### src/hw/rtl/bqir_pkg.sv
// Shared types and constants for the bounded queue with indexed removal.
package bqir_pkg;

  localparam int TIME_W = 16;
  localparam int POS_W  = 4;
  localparam int CNT_W  = 5;
  localparam int STAT_W = 2;

  localparam logic [CNT_W-1:0] CAP_RESET = 5'd16;

  typedef enum logic [STAT_W-1:0] {
    ST_OK    = 2'd0,
    ST_EMPTY = 2'd1,
    ST_FULL  = 2'd2,
    ST_RANGE = 2'd3
  } status_t;

  typedef enum logic {
    OP_ENQ = 1'b0,
    OP_REM = 1'b1
  } opcode_t;

  typedef struct packed {
    logic    load;
    logic    append;
    logic    read_pos;
    logic    capture;
    logic    shift;
    logic    shrink;
    logic    set_status;
    status_t status_code;
  } cmd_t;

  typedef struct packed {
    logic is_rem;
    logic count_zero;
    logic enq_ok;
    logic pos_ok;
    logic more;
  } sts_t;

endpackage

### src/hw/rtl/bqir_ctrl.sv
// Controller state machine that sequences enqueue and remove transactions.
module bqir_ctrl (
  input  logic          clk,
  input  logic          rst,
  input  logic          start,
  output logic          busy,
  output logic          done,
  output bqir_pkg::cmd_t cmd,
  input  bqir_pkg::sts_t sts
);

  typedef enum logic [2:0] {
    S_IDLE,
    S_CHECK,
    S_READ,
    S_MOVE,
    S_DONE
  } state_t;

  state_t state;
  state_t state_next;

  assign busy = (state == S_CHECK) || (state == S_READ) || (state == S_MOVE);

  always_comb begin
    state_next      = state;
    cmd             = '0;
    cmd.status_code = bqir_pkg::ST_OK;
    case (state)
      S_IDLE, S_DONE: begin
        if (start) begin
          cmd.load   = 1'b1;
          state_next = S_CHECK;
        end else begin
          state_next = S_IDLE;
        end
      end
      S_CHECK: begin
        if (!sts.is_rem) begin
          cmd.set_status  = 1'b1;
          cmd.append      = sts.enq_ok;
          cmd.status_code = sts.enq_ok ? bqir_pkg::ST_OK : bqir_pkg::ST_FULL;
          state_next      = S_DONE;
        end else if (sts.count_zero) begin
          cmd.set_status  = 1'b1;
          cmd.status_code = bqir_pkg::ST_EMPTY;
          state_next      = S_DONE;
        end else if (!sts.pos_ok) begin
          cmd.set_status  = 1'b1;
          cmd.status_code = bqir_pkg::ST_RANGE;
          state_next      = S_DONE;
        end else begin
          cmd.read_pos = 1'b1;
          state_next   = S_READ;
        end
      end
      S_READ: begin
        cmd.capture = 1'b1;
        state_next  = S_MOVE;
      end
      S_MOVE: begin
        if (sts.more) begin
          cmd.shift = 1'b1;
        end else begin
          cmd.shrink      = 1'b1;
          cmd.set_status  = 1'b1;
          cmd.status_code = bqir_pkg::ST_OK;
          state_next      = S_DONE;
        end
      end
      default: begin
        state_next = S_IDLE;
      end
    endcase
  end

  always_ff @(posedge clk) begin
    if (rst) begin
      state <= S_IDLE;
      done  <= 1'b0;
    end else begin
      state <= state_next;
      done  <= (state_next == S_DONE);
    end
  end

  a_start_checks: assert property (@(posedge clk) disable iff (rst)
    (start && !busy) |=> (state == S_CHECK))
    else $error("accepted transaction did not enter check");

  a_move_ends: assert property (@(posedge clk) disable iff (rst)
    (state == S_MOVE && !sts.more) |=> done)
    else $error("finished compaction without result strobe");

  a_done_source: assert property (@(posedge clk) disable iff (rst)
    done |-> ($past(state) == S_CHECK || $past(state) == S_MOVE))
    else $error("result strobe from unexpected state");

endmodule

### src/hw/rtl/bqir_dpath.sv
// Datapath: entry memory, count, capacity register and result registers.
module bqir_dpath #(
  parameter int QUEUE_DEPTH = 16
) (
  input  logic                          clk,
  input  logic                          rst,
  input  bqir_pkg::cmd_t                cmd,
  output bqir_pkg::sts_t                sts,
  input  logic                          cfg_valid,
  input  logic                          cfg_ready,
  input  logic [bqir_pkg::CNT_W-1:0]    cfg_data,
  input  logic                          opcode,
  input  logic [bqir_pkg::TIME_W-1:0]   task_time,
  input  logic [bqir_pkg::POS_W-1:0]    position,
  output logic [bqir_pkg::TIME_W-1:0]   removed_time,
  output logic [bqir_pkg::STAT_W-1:0]   status,
  output logic [bqir_pkg::CNT_W-1:0]    occupancy,
  output logic                          is_empty,
  output logic                          is_full
);

  localparam int AW = (QUEUE_DEPTH > 1) ? $clog2(QUEUE_DEPTH) : 1;
  localparam logic [8:0] DEPTH_V = 9'(QUEUE_DEPTH);

  logic [bqir_pkg::TIME_W-1:0] mem [QUEUE_DEPTH];
  logic [bqir_pkg::TIME_W-1:0] rd_data;
  logic [AW-1:0]               rd_addr;

  logic [bqir_pkg::CNT_W-1:0]  count;
  logic [bqir_pkg::CNT_W-1:0]  cap;
  logic [bqir_pkg::CNT_W-1:0]  idx;
  logic                        op;
  logic [bqir_pkg::TIME_W-1:0] value;
  logic [bqir_pkg::POS_W-1:0]  pos;

  logic [8:0] cap_w;
  logic [8:0] cap_eff;
  logic [8:0] count_w;

  assign cap_w   = {4'b0, cap};
  assign count_w = {4'b0, count};
  assign cap_eff = (cap == '0) ? 9'd1 : ((cap_w > DEPTH_V) ? DEPTH_V : cap_w);

  assign sts.is_rem     = (op == bqir_pkg::OP_REM);
  assign sts.count_zero = (count == '0);
  assign sts.enq_ok     = (count_w < cap_eff);
  assign sts.pos_ok     = ({1'b0, pos} < count);
  assign sts.more       = (({1'b0, idx} + 6'd1) < {1'b0, count});

  assign occupancy = count;
  assign is_empty  = (count == '0);
  assign is_full   = (count_w >= cap_eff);

  always_comb begin
    if (cmd.read_pos) begin
      rd_addr = AW'(pos);
    end else if (cmd.shift) begin
      rd_addr = AW'(idx + 5'd2);
    end else begin
      rd_addr = AW'(idx + 5'd1);
    end
  end

  always_ff @(posedge clk) begin
    rd_data <= mem[rd_addr];
    if (cmd.append) begin
      mem[AW'(count)] <= value;
    end else if (cmd.shift) begin
      mem[AW'(idx)] <= rd_data;
    end
  end

  always_ff @(posedge clk) begin
    if (rst) begin
      count <= '0;
      cap   <= bqir_pkg::CAP_RESET;
    end else begin
      if (cfg_valid && cfg_ready) begin
        cap <= cfg_data;
      end
      if (cmd.append) begin
        count <= count + 5'd1;
      end else if (cmd.shrink) begin
        count <= count - 5'd1;
      end
    end
  end

  always_ff @(posedge clk) begin
    if (cmd.load) begin
      op           <= opcode;
      value        <= task_time;
      pos          <= position;
      removed_time <= '0;
    end
    if (cmd.read_pos) begin
      idx <= {1'b0, pos};
    end else if (cmd.shift) begin
      idx <= idx + 5'd1;
    end
    if (cmd.capture) begin
      removed_time <= rd_data;
    end
    if (cmd.set_status) begin
      status <= cmd.status_code;
    end
  end

  a_append_count: assert property (@(posedge clk) disable iff (rst)
    cmd.append |=> (count == $past(count) + 5'd1))
    else $error("append did not advance count");

  a_shrink_count: assert property (@(posedge clk) disable iff (rst)
    cmd.shrink |=> (count == $past(count) - 5'd1))
    else $error("removal did not drop count");

  a_count_bound: assert property (@(posedge clk) disable iff (rst)
    (count_w <= DEPTH_V))
    else $error("count beyond queue depth");

endmodule

### src/hw/rtl/bounded_queue_with_indexed_removal.sv
// Bounded queue with append at tail and removal at an index, gaps closed up.
// Enqueues and failed removals go from acceptance through the check state to done;
//   a removal at position p goes through check and read, then stays in move while
//   later entries shift down, then strobes done. A new transaction is taken in the
//   done cycle; removal time is set by the one-entry-per-cycle memory copy.
// Reset: synchronous; clears the count and sets capacity to 16, memory untouched.
// Results cannot be stalled: done is high for one cycle per transaction.
module bounded_queue_with_indexed_removal #(
  parameter int QUEUE_DEPTH = 16
) (
  input  logic                          clk,
  input  logic                          rst,
  input  logic                          start,
  output logic                          busy,
  input  logic                          opcode,
  input  logic [bqir_pkg::TIME_W-1:0]   task_time,
  input  logic [bqir_pkg::POS_W-1:0]    position,
  output logic                          done,
  output logic [bqir_pkg::TIME_W-1:0]   removed_time,
  output logic [bqir_pkg::STAT_W-1:0]   status,
  output logic [bqir_pkg::CNT_W-1:0]    occupancy,
  output logic                          is_empty,
  output logic                          is_full,
  input  logic                          cfg_valid,
  output logic                          cfg_ready,
  input  logic [bqir_pkg::CNT_W-1:0]    cfg_data
);

  bqir_pkg::cmd_t cmd;
  bqir_pkg::sts_t sts;

  assign cfg_ready = 1'b1;

  bqir_ctrl u_ctrl (
    .clk   (clk),
    .rst   (rst),
    .start (start),
    .busy  (busy),
    .done  (done),
    .cmd   (cmd),
    .sts   (sts)
  );

  bqir_dpath #(
    .QUEUE_DEPTH (QUEUE_DEPTH)
  ) u_dpath (
    .clk          (clk),
    .rst          (rst),
    .cmd          (cmd),
    .sts          (sts),
    .cfg_valid    (cfg_valid),
    .cfg_ready    (cfg_ready),
    .cfg_data     (cfg_data),
    .opcode       (opcode),
    .task_time    (task_time),
    .position     (position),
    .removed_time (removed_time),
    .status       (status),
    .occupancy    (occupancy),
    .is_empty     (is_empty),
    .is_full      (is_full)
  );

endmodule
### config.mk
export PLATFORM = sky130hd
export DESIGN_NAME = bounded_queue_with_indexed_removal
export DESIGN_NICKNAME = d
export VERILOG_FILES = /design/src/hw/rtl/bqir_pkg.sv /design/src/hw/rtl/bqir_ctrl.sv /design/src/hw/rtl/bqir_dpath.sv /design/src/hw/rtl/bounded_queue_with_indexed_removal.sv
export SDC_FILE = /design/constraint.sdc
export NUM_CORES = 1
export LEC_CHECK = 0
export BUFFER_PORTS_ARGS = -buffer_cell sky130_fd_sc_hd__buf_4
export CORE_UTILIZATION = 25
export CTS_CLUSTER_SIZE = 24
export DETAILED_ROUTE_END_ITERATION = 12
export SLEW_MARGIN = 20
export SYNTH_ARGS = -nofsm -noshare
export SYNTH_HDL_FRONTEND = slang
export SYNTH_HIERARCHICAL = 1
export SYNTH_SLANG_ARGS = --single-unit
### constraint.sdc
create_clock -name clk -period 4 [get_ports clk]
set_clock_uncertainty 0.1 [all_clocks]
set_input_delay 0.6 -clock clk [delete_from_list [all_inputs] [get_ports clk]]
set_output_delay 0.6 -clock clk [all_outputs]
set_load 0.02 [all_outputs]
# After elaboration in Yosys (flattened, before gate mapping)
# Memory sizes are Yosys's and may differ from the RTL's. A register that Yosys moved wholly into a read port is not among the register bits.
# Cells that the tools add are included.
dict set report classes {
  magnitude_cmp 5
  n_eq_ne 5
  add_sub_neg 5
  muxes 40
  n_reduce_logical 10
}
# cell n
set op_table {}
lappend op_table {{16-bit two-way mux} 3}
lappend op_table {{4-bit two-way mux} 6}
lappend op_table {{3-bit two-way mux} 7}
lappend op_table {{16-bit OR reduction} 1}
lappend op_table {{1-bit two-way mux} 15}
lappend op_table {{5-bit two-way mux} 3}
lappend op_table {{3-bit one-hot mux with 4 select lines} 1}
lappend op_table {{5-bit by 1-bit adder with 5-bit output (second input constant)} 2}
lappend op_table {{5-bit logical NOT} 2}
lappend op_table {{5-bit by 9-bit greater-or-equal comparator with 1-bit output} 1}
lappend op_table {{5-bit by 9-bit less-than comparator with 1-bit output} 1}
lappend op_table {{9-bit two-way mux} 1}
lappend op_table {{5-bit by 1-bit adder with 6-bit output (second input constant)} 1}
lappend op_table {{3-bit by 2-bit == test with 1-bit output (second input constant)} 2}
lappend op_table {{3-bit == test (second input constant)} 2}
lappend op_table {{6-bit by 5-bit less-than comparator with 1-bit output} 1}
lappend op_table {{2-bit two-way mux} 3}
lappend op_table {{3-bit one-hot mux with 2 select lines} 1}
lappend op_table {{2-bit nonzero test} 3}
lappend op_table {{5-bit greater-than comparator (second input constant)} 1}
lappend op_table {{4-bit by 5-bit less-than comparator with 1-bit output} 1}
lappend op_table {{5-bit by 1-bit subtractor with 5-bit output (second input constant)} 1}
lappend op_table {{4-bit by 2-bit adder with 4-bit output (second input constant)} 1}
lappend op_table {{3-bit by 1-bit == test with 1-bit output (second input constant)} 1}
lappend op_table {{3 further kinds} 4}
dict set report word_totals {
  n_memories 1
  elab_cells 77
  ramBits 256
  out_inout_bits 28
  regBits 58
  input_bits 30
}
# name depth word_bits rd rd_ports_with_merged_regs wr line_no
set mem_list {}
lappend mem_list {u_dpath.mem 16 16 1 1 1 bqir_dpath.sv:25} ;# logic [bqir_pkg::TIME_W-1:0] mem [QUEUE_DEPTH];

# Longest topological paths before layout
# Gate-level depths: netlist of run 1.
dict set report logic_depth {
  ltp_word 10
  ltp_mapped 19
  mapped_depth_nobuf 18
}

# By module
# The synthesis of run 1 kept the hierarchy.
# mod cells_each instances area_per_inst_um2 seq_area_each_um2
set by_module_without_submodules {}
lappend by_module_without_submodules {bqir_dpath 923 1 13096.3 9519.1}
lappend by_module_without_submodules {bqir_ctrl 34 1 261.5 80.1}
lappend by_module_without_submodules {bounded_queue_with_indexed_removal 2 1 11.3 0.0}

# Worst setup path before layout of run 1
# Ideal clock, no wire load.
dict set report synth_timing {
  path_type {register to register}
  from {reg u_dpath/idx[1] (netlist bit)}
  to {mem u_dpath/mem[0][0] (netlist bit) (enable)}
  period_less_slack_ps 3976
  slack_ps 24
  path_buffers 3
  stages_incl_launch_ff 15
  setup_ps 388
  arrival_ps 3487
  required_time_ps 3512
  path_cell_list {edfxtp_1 > ha_1 > xor2_1 > ha_1 > nor2b_1 > o21ai_0 > nand2b_1 > a21oi_1 > and3_2 > buf_6 > nor2b_1 > clkbuf_1 > buf_1 > a31oi_1 > nor2_1}
}
# item line_no
set synth_lines {}
lappend synth_lines {{from (decl)} bqir_dpath.sv:31} ;# logic [bqir_pkg::CNT_W-1:0] idx;
lappend synth_lines {{from (signal assigned)} bqir_dpath.sv:97} ;# idx <= {1'b0, pos};
lappend synth_lines {{from (signal assigned)} bqir_dpath.sv:99} ;# idx <= idx + 5'd1;
lappend synth_lines {{to (decl)} bqir_dpath.sv:25}

==> results of run 1 <==
==> per-stage QoR <==
step	power [mW]	util	cells	hold WS, ns
after global routing	7.45	0.306	1755	0.0847
after global placement	4.32	0.285	1696	0.351
after detailed placement	4.33	0.285	1696	0.361
after CTS	7.29	0.305	1750	0.0821
after floorplan	4.16	-	965	0.337
final	7.24	0.306	1755	0.106
==> routing by layer <==
metal | part of all wire | track usage | vias up
met5 | 0 | 0 | -
met4 | 0.030 | 0.0400 | 0
met3 | 0.041 | 0.0106 | 61
met2 | 0.50 | 0.205 | 201
met1 | 0.43 | 0.141 | 4092
li1 | - | - | 3767
==> cell usage after synthesis (2+ instances only) <==
master,instances,area share
and2_1,17,0.0080
xnor2_1,5,0.0033
o21ai_1,2,0.00075
nand3b_1,2,0.0011
clkbuf_1,23,0.0065
nand2b_1,4,0.0019
edfxtp_1,299,0.67
buf_1,2,0.00056
o32ai_1,15,0.0098
a221oi_1,17,0.011
o21ai_0,10,0.0037
inv_1,14,0.0039
nor2_1,38,0.011
or2_2,2,0.00094
xor2_1,5,0.0033
dfxtp_1,31,0.046
ha_1,17,0.016
a32oi_1,4,0.0026
a31oi_1,5,0.0023
nand2_1,174,0.049
nand3_1,21,0.0079
a21oi_1,79,0.030
nor3_1,8,0.0030
nor2b_1,7,0.0033
mux2i_1,18,0.013
buf_6,6,0.0051
and3_1,16,0.0075
buf_2,19,0.0071
a311o_1,15,0.011
a32o_1,16,0.012
buf_4,8,0.0045
mux2_2,18,0.015
a21o_1,17,0.0095
==> layout make-up <==
cell class | instances | share of cell area
Timing Repair Buffer | 106 | 0.0669
Multi-Input combinational cell | 563 | 0.218
Clock inverter | 19 | 0.0156
Tap cell | 688 | 0.0534
Clock buffer | 35 | 0.0482
Inverter | 14 | 0.00326
Sequential cell | 330 | 0.595
==> cells by family (layout without fill, tap and decap cells) <==
group	after synthesis	count (layout)
DFF	330	330
muxes	37	37
adders and majority gates	18	18
other	1	7
buffers and inverters	72	174
xor gates and xnor gates	10	10
and+or+nand+nor	299	299
AOI/OAI and AO/OA	192	192
==> worst max path at each step <==
stage | startpoint | end
after global placement | u_dpath/idx[1]$_DFFE_PP_ | u_dpath/rd_data[6]$_DFF_P_
after CTS | u_dpath/idx[1]$_DFFE_PP_ | u_dpath/rd_data[6]$_DFF_P_
final | u_dpath/idx[1]$_DFFE_PP_ | u_dpath/rd_data[4]$_DFF_P_
after detailed placement | u_dpath/idx[1]$_DFFE_PP_ | u_dpath/rd_data[6]$_DFF_P_
after floorplan | u_dpath/idx[1]$_DFFE_PP_ | u_dpath/mem[0][0]$_DFFE_PP_
after global routing | u_dpath/idx[1]$_DFFE_PP_ | u_dpath/mem[15][1]$_DFFE_PP_
==> registers in the layout, summed over array words and instances (netlist names) <==
name	count
u_dpath/status	2
u_dpath/removed_time	16
u_dpath/cap	5
u_dpath/occupancy	5
u_dpath/value	16
u_dpath/pos	4
u_ctrl/done	1
u_dpath/rd_data	16
u_ctrl/state	3
u_dpath/idx	5
u_dpath/mem	256
u_dpath/op	1
==> cell usage in the layout, fill, tap and decap left out, types with 18 or more instances in the layout <==
| cell | count |
|---|---|
| nor2_1 | 22 |
| mux2i_1 | 18 |
| mux2_2 | 18 |
| edfxtp_1 | 299 |
| buf_4 | 82 |
| a21oi_1 | 79 |
| nand3_1 | 21 |
| clkbuf_16 | 30 |
| buf_12 | 20 |
| nand2_1 | 174 |
| dfxtp_1 | 31 |
==> power by group <==
part           switching [mW]  internal (mW)  total (mW)
Combinational           0.250          0.155       0.405
Clock                    1.26           1.73        2.99
Sequential             0.0302           3.82        3.85
Total                    1.54           5.70        7.24
==> what timing repair did <==
| action | 4_1_cts | 5_1_grt |
|---|---|---|
| setup buffers | 0 | 3 |
| resized for setup | 0 | 12 |
| endpoints found under the setup margin | 0 | 241 |
==> impl_metrics.json, run 1 <==
{
  "status": "finished clean",
  "r2r_slack_ns": 0.23,
  "synth-seq-cells": 330,
  "critPathRequiredTime_ns": 4.35,
  "die_w_um": 233,
  "setup_tns_ns": 0,
  "gp_congestion": 0.763,
  "drive_above_1_share": 0.193,
  "die_h_um": 233,
  "first_pass_iters": 5,
  "cpPeakStageDelay_ns": 0.45,
  "synth_compound_area_frac": 0.101,
  "grtUsageTotal": 0.114,
  "grt_max_degree": 85,
  "worstHoldPathCells": 1,
  "fmax_ghz": 0.265,
  "cts_num_sinks": 330,
  "io_pins": 58,
  "antenna_cells": 0,
  "grt_pass1_wl_mm": 47.7,
  "power_per_cell_area_nw_per_um2": 449,
  "clk_pin_slew_worst_paths_ns": 0.07,
  "vias_per_cell": 4.63,
  "slew_violations": 0,
  "antenna_found_initial": 1,
  "rr_startpoint": "u_dpath/idx[1]$_DFFE_PP_",
  "remaining_drc_errors": 0,
  "cts_inserted_buffers": 29,
  "synth_edf_count": 299,
  "slowest_stage": "edfxtp_1",
  "synthXorXnorAreaFrac": 0.00655,
  "min_from": "task_time[4]",
  "grt_overflow": 0,
  "final_area_um2": 16100,
  "via_count": 8121,
  "placementRows": 84,
  "finalHoldViolCount": 0,
  "maxSlewHeadroom": 0.554,
  "synth_fa_ha_area_frac": 0.0174,
  "core_area_um2": 52700,
  "setup_viol": 0,
  "fin_ws_ns": 0.229,
  "reg2reg_to": "u_dpath/rd_data[4]$_DFF_P_",
  "hpwl_mm": 18.3,
  "regArea_um2": 9600,
  "critPathBufInv": 1,
  "io_buffers": 56,
  "wl_mm": 31.9,
  "nFillCells": 5188,
  "path_cells": "ha_1 > xor2_2 > ha_1 > nor2b_1 > o21ai_0 > nand2b_1 > a21oi_1 > and3_4 > nor2_1 > o31a_2 > buf_6 > a21o_1 > a21oi_1 > o32ai_2 > a311o_1",
  "synth_simple_gate_area_frac": 0.0994,
  "die_area_um2": 54400,
  "cts_tree": "built",
  "worst_slew_pin_slew_ns": 0.669,
  "insertion_delay_ns": 0.57,
  "fin_nets": 1092,
  "synth_cells": 959,
  "crit_cells": 15,
  "area_growth_pct": 20.7,
  "min_period_over_period": 0.943,
  "preCtsSetupSlack_ns": 0.0770,
  "ys_types": 58,
  "synthArstFlopShare": 0,
  "multi_input_area_um2": 3510,
  "start_kind": "register",
  "synthFlopType": "edfxtp_1",
  "cp-end-kind": "register",
  "p_leak_nw": 5.57,
  "drv_cap": 0,
  "drtIter0Drc": 627,
  "muxShareOfSynthArea": 0.0297,
  "root_buffer": "clkbuf_16",
  "cts_hold_buf": 0,
  "path_max_fanout": 41,
  "yosysSeqAreaShare": 0.718,
  "ff2ff_path_depth": 15,
  "min_to": "u_dpath/value[4]$_DFFE_PP_",
  "ys_warn_count": 6,
  "hp-class": "in -> reg",
  "irDropWorstVdd_mv": 0.394,
  "routedWlPerCell_um": 18.2,
  "fin_crit_ns": 3.77,
  "clk_path_buf_depth": 3,
  "path_delay_family": "compound AO/OA/AOI/OAI gates",
  "start_util": 0.254,
  "synth_top_family_by_area": "compound AO/OA/AOI/OAI gates",
  "crit_arrival_ns": 4.12,
  "synth_area_um2": 13400,
  "crit_type": "reg -> reg",
  "grt_pass1_vias": 8173,
  "placed_area_um2": 15000,
  "ant_nets": 0,
  "avgSynthCellArea_um2": 13.9,
  "cts-htree-levels": 1
}
Power figures use the tool's default switching activity.
==> run 2: changes to the inputs <==
--- a/config.mk
+++ b/config.mk
@@ -12,5 +12,4 @@
 export SLEW_MARGIN = 20
 export SYNTH_ARGS = -nofsm -noshare
 export SYNTH_HDL_FRONTEND = slang
-export SYNTH_HIERARCHICAL = 1
 export SYNTH_SLANG_ARGS = --single-unit
==> impl_metrics.json, run 2 <==
{
  "status": "finished clean",
  "grt_overflow": 0,
  "vias_per_cell": 4.88,
  "synth_top_area_frac": 0.649,
  "wl_mm": 34.1,
  "finalHoldViolCount": 0,
  "insertion_delay_ns": 0.53,
  "netSwitchingPower_mw": 1.64,
  "antenna_cells": 0,
  "slew_violations": 0,
  "fmax_ghz": 0.262,
  "first_pass_iters": 5,
  "r2r_slack_ns": 0.18,
  "synthArstFlopShare": 0,
  "ys_warn_count": 0,
  "grtUsageTotal": 0.119,
  "die_area_um2": 56300,
  "start_kind": "register",
  "multi_input_area_um2": 3930,
  "synth_area_leader_cell": "edfxtp_1",
  "ys_top_cells_by_area": "edfxtp_1, dfxtp_1, a21boi_0",
  "crit_type": "reg -> reg",
  "grt_pass1_vias": 8582,
  "min_period_over_period": 0.955,
  "syn_nets": 1023,
  "drv_cap": 0,
  "power_per_cell_area_nw_per_um2": 466,
  "nFillCells": 5353,
  "die_w_um": 237,
  "synth_area_um2": 13800,
  "layout_common_cells": "edfxtp_1, nand2_1, buf_4",
  "dp.cells": 1717,
  "p_seq_frac": 0.496,
  "maxSlewHeadroom": 0.480,
  "fin_ws_ns": 0.180,
  "cts_inserted_buffers": 36,
  "io_pins": 58,
  "cts_hold_buf": 0,
  "regArea_um2": 9600,
  "final_area_um2": 16700,
  "sw_frac_of_total": 0.211,
  "cts_num_sinks": 330,
  "clk_path_buf_depth": 3,
  "avgSynthCellArea_um2": 14.2,
  "gp_congestion": 0.884,
  "placementRows": 85,
  "fin_cells": 1784,
  "grt_pass1_wl_mm": 51.4,
  "irDropWorstVdd_mv": 0.384,
  "setup_viol": 0,
  "internal_power_mw": 6.14,
  "drtIter0Drc": 714,
  "p_comb_frac": 0.057,
  "grt_max_degree": 57,
  "critPathRequiredTime_ns": 4.38,
  "cp-end-kind": "register",
  "synth-seq-cells": 330,
  "fin_nets": 1108,
  "yosysSeqAreaShare": 0.693,
  "path_max_fanout": 6,
  "yosysMostFrequentCell": "edfxtp_1",
  "hp-class": "in -> reg",
  "io_buffers": 56,
  "cpPeakStageDelay_ns": 0.47,
  "core_area_um2": 54200,
  "crit_arrival_ns": 4.19,
  "hpwl_mm": 21.4,
  "slowest_stage": "edfxtp_1",
  "die_h_um": 237,
  "utilization": 0.308,
  "preCtsSetupSlack_ns": -0.125,
  "remaining_drc_errors": 0,
  "drive_above_1_share": 0.197,
  "synth_cells": 975,
  "antenna_found_initial": 0,
  "cts_tree": "built",
  "worst_slew_pin_slew_ns": 0.778,
  "final_common_cell": "edfxtp_1",
  "via_count": 8704,
  "path_cells": "ha_1 > xor2_1 > ha_1 > a21oi_1 > o21ai_1 > o31ai_1 > a21o_1 > a31oi_2 > nand2_2 > buf_4 > buf_4 > o22ai_1 > a221o_1",
  "ant_nets": 0,
  "clk_pin_slew_worst_paths_ns": 0.06,
  "routedWlPerCell_um": 19.1,
  "ys_types": 56,
  "p_leak_nw": 5.72,
  "cts-htree-levels": 2,
  "synth_edf_count": 299,
  "synthFlopType": "edfxtp_1",
  "largest_reg_flops": 256,
  "largest-register": "u_dpath.mem",
  "power_frac_clock": 0.447,
  "fin_crit_ns": 3.82,
  "synth_common_cells": "edfxtp_1, nand2_1, a21boi_0, nor2_1, a21oi_1",
  "start_util": 0.255,
  "root_buffer": "clkbuf_16",
  "placed_area_um2": 15400,
  "area_growth_pct": 20.7
}
[run 2: changes by cell type in the layout (fill, tap and decap cells not counted), moves of 16 or more]
cell | previous run | this run
a21boi_0 | 0 | 62
a21oi_1 | 79 | 39
nor2_1 | 22 | 42
buf_4 | 82 | 100
nor2_2 | 16 | 0
a221oi_1 | 17 | 0
nand2_1 | 174 | 110
and3_1 | 16 | 34
a32oi_1 | 4 | 34
a221o_1 | 0 | 16
[run 2: worst max-delay path, delay by kind of cell, from the launching register on]
family	cells	cell delay, ns
buffers and inverters	2	0.39
AND/OR/NAND/NOR	1	0.24
adder cells (fa/ha/maj)	2	0.50
AO/OA/AOI/OAI	7	1.73
flip-flops	1	0.47
XOR/XNOR	1	0.33
[run 2: final timing paths]
path	from	to	cells past startpoint
max	u_dpath.idx[1]$_DFFE_PP_	u_dpath.rd_data[12]$_DFF_P_	13
max reg2reg	u_dpath.idx[1]$_DFFE_PP_	u_dpath.rd_data[12]$_DFF_P_	13
min reg2reg	u_ctrl.state[2]$_SDFF_PP0_	u_ctrl.state[1]$_SDFF_PP0_	1
min	task_time[6]	u_dpath.value[6]$_DFFE_PP_	1
[run 2: logic make-up after synthesis]
logic type	synth area share
adder cells (fa/ha/maj)	0.0168
XOR/XNOR	0.00506
flip-flops	0.693
other	0.000271
buffers and inverters	0.0280
multiplexers	0.0189
AND/OR/NAND/NOR	0.0809
AO/OA/AOI/OAI	0.157
[run 2: power by group through the flow]
| stage | combinational (mW) | clock [mW] | sequential, mW |
|---|---|---|---|
| detailed placement | 0.444 | 0 | 3.93 |
| floorplan | 0.253 | 0 | 3.94 |
| global route | 0.488 | 3.66 | 3.86 |
| CTS | 0.445 | 3.55 | 3.86 |
| global placement | 0.434 | 0 | 3.93 |
| finish | 0.446 | 3.48 | 3.86 |
[run 2: what timing repair did]
item                       4_1_cts  5_1_grt
cloned                           0        1
setup endpoints to repair        4        5
pin swaps                        0        1
buffers inserted                 0        0
hold endpoints to repair         0        0
gates resized for setup          1        7
[run 2: area by class of cell]
type	instances	share of cell area
clock buffer	49	0.0623
clock inverter	17	0.0130
inverter	15	0.00337
multi-input combinational	564	0.235
sequential	330	0.574
tap	696	0.0521
timing repair buffer	113	0.0600
[run 2: through the flow]
| stage | total power [mW] | setup TNS (ns) | hold WS (ns) |
|---|---|---|---|
| floorplan | 4.19 | 0 | 0.361 |
| global placement | 4.37 | -0.0503 | 0.418 |
| detailed placement | 4.37 | -0.125 | 0.417 |
| CTS | 7.85 | 0 | 0.117 |
| global route | 8.02 | -0.00262 | 0.124 |
| finish | 7.78 | 0 | 0.144 |
[run 2: layer usage]
layer | part of all wire | GRT usage | up-vias
li1 | - | - | 4004
met1 | 0.45 | 0.157 | 4354
met2 | 0.47 | 0.193 | 298
met3 | 0.062 | 0.0232 | 48
met4 | 0.025 | 0.0414 | 0
met5 | 0 | 0 | -
